## config.mk

```make
export PLATFORM = sky130hd
export DESIGN_NAME = edge_triggered_window_capture
export DESIGN_NICKNAME = d
export VERILOG_FILES = /design/src/etwc_pkg.sv /design/src/etwc_ctrl.sv /design/src/etwc_datapath.sv /design/src/edge_triggered_window_capture.sv
export SDC_FILE = /design/constraint.sdc
export NUM_CORES = 2
export LEC_CHECK = 0
export BUFFER_PORTS_ARGS = -buffer_cell sky130_fd_sc_hd__buf_2
export CORE_MARGIN = 2
export CORE_UTILIZATION = 45
export DETAILED_ROUTE_END_ITERATION = 16
export PLACE_DENSITY = 0.71
export SLEW_MARGIN = 20
export SYNTH_ARGS = -nofsm -noshare
export SYNTH_HDL_FRONTEND = slang
export SYNTH_SLANG_ARGS = --single-unit
```

## constraint.sdc

```tcl
create_clock -name clk_i -period 8.7 [get_ports clk_i]
set_input_delay 0.87 -clock clk_i [delete_from_list [all_inputs] [get_ports clk_i]]
set_output_delay 0.87 -clock clk_i [all_outputs]
set_load 0.005 [all_outputs]
```

## src/etwc_pkg.sv

```systemverilog
`default_nettype none
// Shared types and codes of the edge-triggered window capture block.
// Used by the controller, the slot datapath and the top level; no dependencies.
package etwc_pkg;

  // Request kinds carried on req_type.
  localparam logic [1:0] REQ_TICK = 2'd0;
  localparam logic [1:0] REQ_IMM  = 2'd1;
  localparam logic [1:0] REQ_RISE = 2'd2;
  localparam logic [1:0] REQ_FALL = 2'd3;

  // Result status codes.
  localparam logic [1:0] STAT_OK       = 2'd0;
  localparam logic [1:0] STAT_NO_SLOT  = 2'd1;
  localparam logic [1:0] STAT_ZERO_LEN = 2'd2;

  // Result kinds.
  localparam logic KIND_ACK    = 1'b0;
  localparam logic KIND_WINDOW = 1'b1;

  // Fixed field widths.
  localparam int LEN_W    = 7;
  localparam int BITS_W   = 64;
  localparam int SLOTID_W = 3;

  // Mode of a capture slot.
  typedef enum logic [1:0] {
    MODE_FREE    = 2'd0,
    MODE_CAPTURE = 2'd1,
    MODE_RISE    = 2'd2,
    MODE_FALL    = 2'd3
  } slot_mode_e;

  // Commands from the controller to the datapath.
  typedef struct packed {
    logic req;   // claim a slot for the request on the input ports
    logic tick;  // take a sample on every capturing slot
    logic scan;  // visit the queue position given on the scan rank
    logic last;  // a window emitted now is the last of its tick
  } etwc_cmd_t;

  // Status from the datapath to the controller.
  typedef struct packed {
    logic hit;   // a filled window sits at the scanned queue position
  } etwc_stat_t;

endpackage
`default_nettype wire

```

## src/etwc_ctrl.sv

```systemverilog
`default_nettype none
// Controller of the capture block: accepts requests and sequences the
// emission scan over queue positions. Depends on etwc_pkg.
module etwc_ctrl import etwc_pkg::*; #(
  parameter int SLOTS = 8
) (
  input  wire logic                            clk_i,
  input  wire logic                            rst_ni,
  input  wire logic                            start_i,
  input  wire logic [1:0]                      req_type_i,
  output logic                                 busy_o,
  output etwc_cmd_t                            cmd_o,
  input  wire etwc_stat_t                      stat_i,
  input  wire logic [$clog2(SLOTS+1)-1:0]      done_cnt_i,
  output logic [(SLOTS > 1 ? $clog2(SLOTS) : 1)-1:0] scan_rank_o,
  output logic [$clog2(SLOTS+1)-1:0]           emit_cnt_o
);

  localparam int RANK_W = (SLOTS > 1) ? $clog2(SLOTS) : 1;
  localparam int CNT_W  = $clog2(SLOTS + 1);

  localparam logic S_IDLE = 1'b0;
  localparam logic S_SCAN = 1'b1;

  logic              state_q, state_d;
  logic [RANK_W-1:0] rank_q, rank_d;
  logic [CNT_W-1:0]  emit_q, emit_d;
  logic [CNT_W-1:0]  total_q, total_d;
  logic              accept;

  assign accept      = start_i && (state_q == S_IDLE);
  assign busy_o      = (state_q == S_SCAN);
  assign scan_rank_o = rank_q;
  assign emit_cnt_o  = emit_q;

  // Command decode and scan sequencing.
  always_comb begin
    state_d       = state_q;
    rank_d        = rank_q;
    emit_d        = emit_q;
    total_d       = total_q;
    cmd_o.req     = 1'b0;
    cmd_o.tick    = 1'b0;
    cmd_o.scan    = 1'b0;
    cmd_o.last    = (emit_q + CNT_W'(1)) == total_q;
    unique case (state_q)
      S_IDLE: begin
        if (accept) begin
          if (req_type_i == REQ_TICK) begin
            cmd_o.tick = 1'b1;
            total_d    = done_cnt_i;
            rank_d     = '0;
            emit_d     = '0;
            if (done_cnt_i != '0) begin
              state_d = S_SCAN;
            end
          end else begin
            cmd_o.req = 1'b1;
          end
        end
      end
      S_SCAN: begin
        cmd_o.scan = 1'b1;
        if (stat_i.hit) begin
          emit_d = emit_q + CNT_W'(1);
        end
        if (rank_q == RANK_W'(SLOTS - 1)) begin
          state_d = S_IDLE;
        end else begin
          rank_d = rank_q + RANK_W'(1);
        end
      end
      default: state_d = S_IDLE;
    endcase
  end

  // Control registers.
  always_ff @(posedge clk_i or negedge rst_ni) begin
    if (!rst_ni) begin
      state_q <= S_IDLE;
      rank_q  <= '0;
      emit_q  <= '0;
      total_q <= '0;
    end else begin
      state_q <= state_d;
      rank_q  <= rank_d;
      emit_q  <= emit_d;
      total_q <= total_d;
    end
  end

endmodule
`default_nettype wire

```

## src/etwc_datapath.sv

```systemverilog
`default_nettype none
// Slot datapath of the capture block: slot state, sampling, claims and the
// result registers. Depends on etwc_pkg; driven by etwc_ctrl.
module etwc_datapath import etwc_pkg::*; #(
  parameter int SLOTS       = 8,
  parameter int MAX_SAMPLES = 64
) (
  input  wire logic                                  clk_i,
  input  wire logic                                  rst_ni,
  input  wire etwc_cmd_t                             cmd_i,
  output etwc_stat_t                                 stat_o,
  input  wire logic [(SLOTS > 1 ? $clog2(SLOTS) : 1)-1:0] scan_rank_i,
  input  wire logic [$clog2(SLOTS+1)-1:0]            emit_cnt_i,
  output logic [$clog2(SLOTS+1)-1:0]                 done_cnt_o,
  input  wire logic [1:0]                            req_type_i,
  input  wire logic                                  sample_level_i,
  input  wire logic [LEN_W-1:0]                      window_length_i,
  output logic                                       result_strobe_o,
  output logic                                       result_kind_o,
  output logic [1:0]                                 status_o,
  output logic [SLOTID_W-1:0]                        slot_id_o,
  output logic [BITS_W-1:0]                          captured_bits_o,
  output logic [LEN_W-1:0]                           captured_count_o,
  output logic                                       last_o
);

  localparam int RANK_W = (SLOTS > 1) ? $clog2(SLOTS) : 1;
  localparam int IDX_W  = (SLOTS > 1) ? $clog2(SLOTS) : 1;
  localparam int CNT_W  = $clog2(SLOTS + 1);

  slot_mode_e               mode_q   [SLOTS];
  slot_mode_e               mode_d   [SLOTS];
  logic [RANK_W-1:0]        rank_q   [SLOTS];
  logic [RANK_W-1:0]        rank_d   [SLOTS];
  logic [LEN_W-1:0]         fill_q   [SLOTS];
  logic [LEN_W-1:0]         fill_d   [SLOTS];
  logic [LEN_W-1:0]         target_q [SLOTS];
  logic [LEN_W-1:0]         target_d [SLOTS];
  logic [MAX_SAMPLES-1:0]   samp_q   [SLOTS];
  logic [MAX_SAMPLES-1:0]   samp_d   [SLOTS];
  logic [SLOTS-1:0]         done_q, done_d;
  logic                     prev_q, prev_d;

  logic                     strobe_q, strobe_d;
  logic                     kind_q, kind_d;
  logic [1:0]               status_q, status_d;
  logic [SLOTID_W-1:0]      slot_id_q, slot_id_d;
  logic [BITS_W-1:0]        bits_q, bits_d;
  logic [LEN_W-1:0]         count_q, count_d;
  logic                     last_q, last_d;

  logic                     rise, fall;
  logic [CNT_W-1:0]         cap_cnt;
  logic [SLOTS-1:0]         act_vec, cap_vec, tick_done;
  logic [CNT_W-1:0]         tick_done_cnt;
  slot_mode_e               req_mode;
  logic [CNT_W-1:0]         req_mode_cnt;
  logic                     free_found;
  logic [IDX_W-1:0]         free_idx;
  logic [LEN_W-1:0]         sat_len;
  logic [SLOTS-1:0]         scan_match, scan_hit;
  logic [IDX_W-1:0]         hit_idx;

  // Edge detection and the size of the capture queue before activation.
  assign rise = sample_level_i && !prev_q;
  assign fall = !sample_level_i && prev_q;

  always_comb begin
    cap_cnt = '0;
    for (int i = 0; i < SLOTS; i++) begin
      cap_cnt = cap_cnt + CNT_W'(mode_q[i] == MODE_CAPTURE);
    end
  end

  // Which slots activate and which capture on a tick, and which fill.
  always_comb begin
    tick_done_cnt = '0;
    for (int i = 0; i < SLOTS; i++) begin
      act_vec[i]   = (rise && mode_q[i] == MODE_RISE) || (fall && mode_q[i] == MODE_FALL);
      cap_vec[i]   = (mode_q[i] == MODE_CAPTURE) || act_vec[i];
      tick_done[i] = cap_vec[i] && ((fill_q[i] + LEN_W'(1)) >= target_q[i]);
      tick_done_cnt = tick_done_cnt + CNT_W'(tick_done[i]);
    end
  end

  assign done_cnt_o = tick_done_cnt;

  // Mode requested, its queue length, the lowest free slot and the length.
  always_comb begin
    unique case (req_type_i)
      REQ_RISE: req_mode = MODE_RISE;
      REQ_FALL: req_mode = MODE_FALL;
      default:  req_mode = MODE_CAPTURE;
    endcase
  end

  always_comb begin
    req_mode_cnt = '0;
    free_found   = 1'b0;
    free_idx     = '0;
    for (int i = 0; i < SLOTS; i++) begin
      req_mode_cnt = req_mode_cnt + CNT_W'(mode_q[i] == req_mode);
    end
    for (int i = SLOTS - 1; i >= 0; i--) begin
      if (mode_q[i] == MODE_FREE) begin
        free_found = 1'b1;
        free_idx   = IDX_W'(i);
      end
    end
  end

  assign sat_len = (window_length_i > LEN_W'(MAX_SAMPLES)) ? LEN_W'(MAX_SAMPLES)
                                                           : window_length_i;

  // The filled slot, if any, at the queue position being scanned.
  always_comb begin
    hit_idx = '0;
    for (int i = 0; i < SLOTS; i++) begin
      scan_match[i] = (mode_q[i] == MODE_CAPTURE) && (rank_q[i] == scan_rank_i);
      scan_hit[i]   = scan_match[i] && done_q[i];
    end
    for (int i = SLOTS - 1; i >= 0; i--) begin
      if (scan_hit[i]) begin
        hit_idx = IDX_W'(i);
      end
    end
  end

  assign stat_o.hit = |scan_hit;

  // Next state of the slots and of the result registers.
  always_comb begin
    for (int i = 0; i < SLOTS; i++) begin
      mode_d[i]   = mode_q[i];
      rank_d[i]   = rank_q[i];
      fill_d[i]   = fill_q[i];
      target_d[i] = target_q[i];
      samp_d[i]   = samp_q[i];
    end
    done_d    = done_q;
    prev_d    = prev_q;
    strobe_d  = 1'b0;
    kind_d    = kind_q;
    status_d  = status_q;
    slot_id_d = slot_id_q;
    bits_d    = bits_q;
    count_d   = count_q;
    last_d    = last_q;

    // A sample tick activates armed slots and appends to every capturing one.
    if (cmd_i.tick) begin
      prev_d = sample_level_i;
      done_d = tick_done;
      for (int i = 0; i < SLOTS; i++) begin
        if (act_vec[i]) begin
          mode_d[i] = MODE_CAPTURE;
          rank_d[i] = rank_q[i] + RANK_W'(cap_cnt);
        end
        if (cap_vec[i]) begin
          fill_d[i] = fill_q[i] + LEN_W'(1);
          for (int b = 0; b < MAX_SAMPLES; b++) begin
            if (fill_q[i] == LEN_W'(b)) begin
              samp_d[i][b] = sample_level_i;
            end
          end
        end
      end
    end

    // A window request claims the lowest free slot at the tail of its queue.
    if (cmd_i.req) begin
      strobe_d  = 1'b1;
      kind_d    = KIND_ACK;
      slot_id_d = '0;
      bits_d    = '0;
      count_d   = '0;
      last_d    = 1'b1;
      if (window_length_i == '0) begin
        status_d = STAT_ZERO_LEN;
      end else if (!free_found) begin
        status_d = STAT_NO_SLOT;
      end else begin
        status_d           = STAT_OK;
        slot_id_d          = SLOTID_W'(free_idx);
        mode_d[free_idx]   = req_mode;
        rank_d[free_idx]   = RANK_W'(req_mode_cnt);
        target_d[free_idx] = sat_len;
        fill_d[free_idx]   = '0;
        samp_d[free_idx]   = '0;
        done_d[free_idx]   = 1'b0;
      end
    end

    // The scan emits a filled window or closes up the slot's queue position.
    if (cmd_i.scan) begin
      for (int i = 0; i < SLOTS; i++) begin
        if (scan_match[i]) begin
          if (done_q[i]) begin
            mode_d[i] = MODE_FREE;
            rank_d[i] = '0;
            fill_d[i] = '0;
            done_d[i] = 1'b0;
          end else begin
            rank_d[i] = scan_rank_i - RANK_W'(emit_cnt_i);
          end
        end
      end
      if (|scan_hit) begin
        strobe_d  = 1'b1;
        kind_d    = KIND_WINDOW;
        status_d  = STAT_OK;
        slot_id_d = SLOTID_W'(hit_idx);
        bits_d    = BITS_W'(samp_q[hit_idx]);
        count_d   = target_q[hit_idx];
        last_d    = cmd_i.last;
      end
    end
  end

  // Slot control state and the result strobe.
  always_ff @(posedge clk_i or negedge rst_ni) begin
    if (!rst_ni) begin
      for (int i = 0; i < SLOTS; i++) begin
        mode_q[i]   <= MODE_FREE;
        rank_q[i]   <= '0;
        fill_q[i]   <= '0;
        target_q[i] <= '0;
      end
      done_q   <= '0;
      prev_q   <= 1'b0;
      strobe_q <= 1'b0;
    end else begin
      for (int i = 0; i < SLOTS; i++) begin
        mode_q[i]   <= mode_d[i];
        rank_q[i]   <= rank_d[i];
        fill_q[i]   <= fill_d[i];
        target_q[i] <= target_d[i];
      end
      done_q   <= done_d;
      prev_q   <= prev_d;
      strobe_q <= strobe_d;
    end
  end

  // Sample store and result payload.
  always_ff @(posedge clk_i) begin
    for (int i = 0; i < SLOTS; i++) begin
      samp_q[i] <= samp_d[i];
    end
    kind_q    <= kind_d;
    status_q  <= status_d;
    slot_id_q <= slot_id_d;
    bits_q    <= bits_d;
    count_q   <= count_d;
    last_q    <= last_d;
  end

  assign result_strobe_o  = strobe_q;
  assign result_kind_o    = kind_q;
  assign status_o         = status_q;
  assign slot_id_o        = slot_id_q;
  assign captured_bits_o  = bits_q;
  assign captured_count_o = count_q;
  assign last_o           = last_q;

endmodule
`default_nettype wire

```

## src/edge_triggered_window_capture.sv

```systemverilog
`default_nettype none
// Multi-slot edge-triggered window capture unit: top level.
// Depends on etwc_pkg, etwc_ctrl and etwc_datapath.
//
// A window request (immediate, armed on a rising edge or armed on a falling
// edge) is answered by a single acknowledgement in the cycle after it is
// taken; busy stays low, so requests may follow back to back. A sample tick
// updates every slot at once. If no window fills, the block is free again
// in the next cycle. If windows fill, the controller scans every position
// of the capture queue, one position per cycle, with busy high during the
// scan. Filled windows come out in activation order, at most one per cycle,
// each marked by result_strobe_o for a single cycle; the receiver cannot
// hold them off and must take every result as it appears.
module edge_triggered_window_capture import etwc_pkg::*; #(
  parameter int SLOTS       = 8,
  parameter int MAX_SAMPLES = 64
) (
  input  wire logic                 clk_i,
  input  wire logic                 rst_ni,
  input  wire logic                 start_i,
  output logic                      busy_o,
  input  wire logic [1:0]           req_type_i,
  input  wire logic                 sample_level_i,
  input  wire logic [LEN_W-1:0]     window_length_i,
  output logic                      result_strobe_o,
  output logic                      result_kind_o,
  output logic [1:0]                status_o,
  output logic [SLOTID_W-1:0]       slot_id_o,
  output logic [BITS_W-1:0]         captured_bits_o,
  output logic [LEN_W-1:0]          captured_count_o,
  output logic                      last_o
);

  localparam int RANK_W = (SLOTS > 1) ? $clog2(SLOTS) : 1;
  localparam int CNT_W  = $clog2(SLOTS + 1);

  etwc_cmd_t         cmd;
  etwc_stat_t        stat;
  logic [RANK_W-1:0] scan_rank;
  logic [CNT_W-1:0]  emit_cnt;
  logic [CNT_W-1:0]  done_cnt;

  // Request sequencing.
  etwc_ctrl #(
    .SLOTS (SLOTS)
  ) u_ctrl (
    .clk_i       (clk_i),
    .rst_ni      (rst_ni),
    .start_i     (start_i),
    .req_type_i  (req_type_i),
    .busy_o      (busy_o),
    .cmd_o       (cmd),
    .stat_i      (stat),
    .done_cnt_i  (done_cnt),
    .scan_rank_o (scan_rank),
    .emit_cnt_o  (emit_cnt)
  );

  // Slot state and results.
  etwc_datapath #(
    .SLOTS       (SLOTS),
    .MAX_SAMPLES (MAX_SAMPLES)
  ) u_datapath (
    .clk_i            (clk_i),
    .rst_ni           (rst_ni),
    .cmd_i            (cmd),
    .stat_o           (stat),
    .scan_rank_i      (scan_rank),
    .emit_cnt_i       (emit_cnt),
    .done_cnt_o       (done_cnt),
    .req_type_i       (req_type_i),
    .sample_level_i   (sample_level_i),
    .window_length_i  (window_length_i),
    .result_strobe_o  (result_strobe_o),
    .result_kind_o    (result_kind_o),
    .status_o         (status_o),
    .slot_id_o        (slot_id_o),
    .captured_bits_o  (captured_bits_o),
    .captured_count_o (captured_count_o),
    .last_o           (last_o)
  );

endmodule
`default_nettype wire

```

==> metrics.yaml <==
synthesis:
  synth_area_um2: 39900
  avgSynthCellArea_um2: 8.08
  synth_edf_count: 0
  yosysSeqAreaShare_pct: 40.5
  synthCells: 4939
  yosysTopAreaCellShare_pct: 29.6
  ys_top_cells_by_area: "dfxtp_1 (30%), dfrtp_1 (11%), mux2i_1 (8.6%)"
  ys.flop_type: "dfxtp_1"
  yosysMostFrequentCell: "nand2_1"
  ys_warn_count: 0
  ys_seq_elements: 764
  yosys-top-cells-count: "nand2_1 (619), nor2_1 (598), dfxtp_1 (590)"
  synth.distinct_cells: 83
  async_reset_ff_share_pct: 22.8
  synth_top_area_cell: "dfxtp_1"
  syn-num-nets: 5080
worst_setup_path:
  arrival_ns: 5.68
  critPathMaxFanout: 152
  crit_path_start_kind: "primary input"
  r2r_slack_ns: 3.63
  crit_chain: "buf_8 -> buf_12 -> nand2b_1 -> nor3b_1 -> or2_2 -> nand2_1 -> fa_1 -> inv_1 -> fa_1 -> inv_1 -> fa_1 -> inv_1 -> fa_1 -> and3b_1 -> o21ai_0"
  critPathBufInv: 5
  worstSetupPathType: "in -> reg"
  cpMostUsedCell: "fa_1"
  cpLargestDelayFamily: "adder cells"
  critPathCaptureType: "register"
  required_ns: 9.21
  cp_slowest_stage_delay_ns: 0.58
  slowest_stage: "buf_12"
floorplanning:
  die-height_um: 302
  core_um2: 88100
  die_area_um2: 91100
  die_x_um: 302
  start_util_pct: 45.3
  rows: 109
  io_pins: 93
power_and_ir_drop:
  ir_drop_v: 0.000418
  cellPowerDensity_nw_per_um2: 306
  p_leak_uw: 0.0168
finish:
  fill_cells: 8440
  drive_gt1_share_pct: 7.09
  fin_cells: 6016
  syn_to_final_growth_pct: 9.69
  nets: 4917
timing:
  slew_violations: 0
  setup_viol: 0
  rsz0062_at_grt: "false"
  maxSlewHeadroom_pct: 21.7
  fmax_mhz: 193
  tightest_slew_ns: 1.17
  finalHoldViolCount: 0
  min_period_ns: 5.17
  tns_ns: 0
  fin_skew_ns: 0.0301
  period_share_pct: 59.4
clock_tree:
  cts-buffers-inserted: 85
  cts.sinks: 764
  clk_pin_slew_ns: 0.06
  cts_tree: "done"
  clkLatencyLatePin_ns: 0.67
  postCtsHoldBufs: 0
  cts_max_path_buffers: 3
  cts_setup_buffers: 0
  cts_resized: 0
  cts_root_buf: "clkbuf_16"
  htree_levels: 3
detailed_routing:
  drt-initial-drc-count: 5074
  drc: 0
  avgViaCountPerCell: 6.13
  drt-met1-wl_um: 56100
  routed_wl_um: 141000
  antenna_left: 0
  highest_layer: "met5"
  routedWlPerCell_um: 23.4
  drt-pass1-iter-count: 6
  wl_met2_um: 63500
  vias: 36900
  wl_met3_um: 14400
placement:
  dp_hpwl_um: 96400
  gp_congestion: 0.975
  io_buffers: 92
  dp.cells: 5853
global_routing:
  grt_pass1_vias: 33736
  track_usage_pct: 29.9
  grt_max_degree: 153
  grt-ovfl-total: 0
  grt_pass1_wl_um: 210000
  antenna_found_initial: 7
flow_run:
  cap_violations: 0
worst_hold_path:
  hold_class: "in -> async"
outcome:
  status: "complete, no violations"
==> cell families (layout without fill, tap and decap cells) <==
family                   count (synthesis)  count (layout)  share of synthesized area [%]
adder cells (fa/ha/maj)                128             128                           4.41
other                                    0               2                              0
flip-flops                             764             764                           40.5
multiplexers                           345             345                           8.66
XOR/XNOR                               143             143                           3.14
AO/OA/AOI/OAI                         1293            1293                           18.5
buffers and inverters                  497             407                           5.05
AND/OR/NAND/NOR                       1769            1769                           19.7
==> final timing paths <==
path	endpoint	start	cells past startpoint
max in group asynchronous	u_datapath.fill_q[24]$_DFF_PN0_	rst_ni	2
min in group clk_i	u_datapath.captured_bits_o[26]$_DFF_P_	u_datapath.captured_bits_o[26]$_DFF_P_	2
setup / recovery	u_ctrl.busy_o$_DFF_PN0_	sample_level_i	15
hold reg to reg	u_datapath.captured_bits_o[26]$_DFF_P_	u_datapath.captured_bits_o[26]$_DFF_P_	2
hold / removal	u_datapath.rank_q[4]$_DFF_PN0_	rst_ni	1
setup reg to reg	u_ctrl.busy_o$_DFF_PN0_	u_datapath.prev_q$_DFFE_PN0P_	16
==> sequential cells by signal (all words and copies together), names as in the netlist <==
signal / flops
u_datapath.slot_id_o: 3
u_datapath.result_kind_o: 1
u_datapath.status_o: 2
u_datapath.captured_count_o: 7
u_ctrl.busy_o: 1
u_ctrl.scan_rank_o: 3
u_datapath.mode_q: 16
u_datapath.target_q: 56
u_datapath.result_strobe_o: 1
u_datapath.captured_bits_o: 64
u_datapath.prev_q: 1
u_datapath.samp_q: 512
u_ctrl.emit_cnt_o: 4
u_datapath.done_q: 8
u_datapath.last_o: 1
u_datapath.rank_q: 24
u_datapath.fill_q: 56
u_ctrl.total_q: 4
==> cells in the final DEF (no fill, tap or decap), drive strengths merged, types with 31 or more instances in the layout <==
master and count:
nand2 619, nor2 599, dfxtp 590, o21ai 521
a21oi 448, mux2i 342, nand3 232, dfrtp 174
buf 141, clkbuf 129, inv 108, ha 107
xor2 96, o22ai 85, o211ai 76, a22o 75
nand4 70, nand2b 49, xnor2 47, and2 34
and3 31
==> per-layer routing <==
layer | up-vias | GRT usage (%)
li1 | 16803 | -
met1 | 17765 | 39.7
met2 | 1977 | 46.9
met3 | 349 | 6.48
met4 | 6 | 13.1
met5 | - | 0
==> where the power goes <==
group          switching (µW)  total [µW]  internal (µW)
registers                 533        4460           3930
logic                    3350        5070           1720
clock network            1560        3860           2300
==> stage by stage <==
step                      instance area [µm²]  util [%]  total power (µW)  worst slack [ns]  hold slack (ns)
after CTS                               43700      49.6             13300              3.56            0.339
after global placement                  40700      46.2              9290              2.88            0.437
final                                   43800      49.7             13400              3.53            0.285
after global routing                    43800      49.7             14100              3.16            0.364
after detailed placement                40700      46.2              9470              2.85            0.439
after floorplan                         39900         -              7760              3.86            0.432
==> final cells by class <==
cell class                 count  area [µm²]  area share (%)
sequential                   764       16200            36.9
inverter                     105         394           0.900
timing repair buffer         142         880            2.01
multi-input combinational   3678       21900            50.0
clock inverter                32         462            1.05
antenna                        2        5.00          0.0114
tap                         1165        1460            3.33
clock buffer                 128        2540            5.80
(Power assumes the default switching activity.)
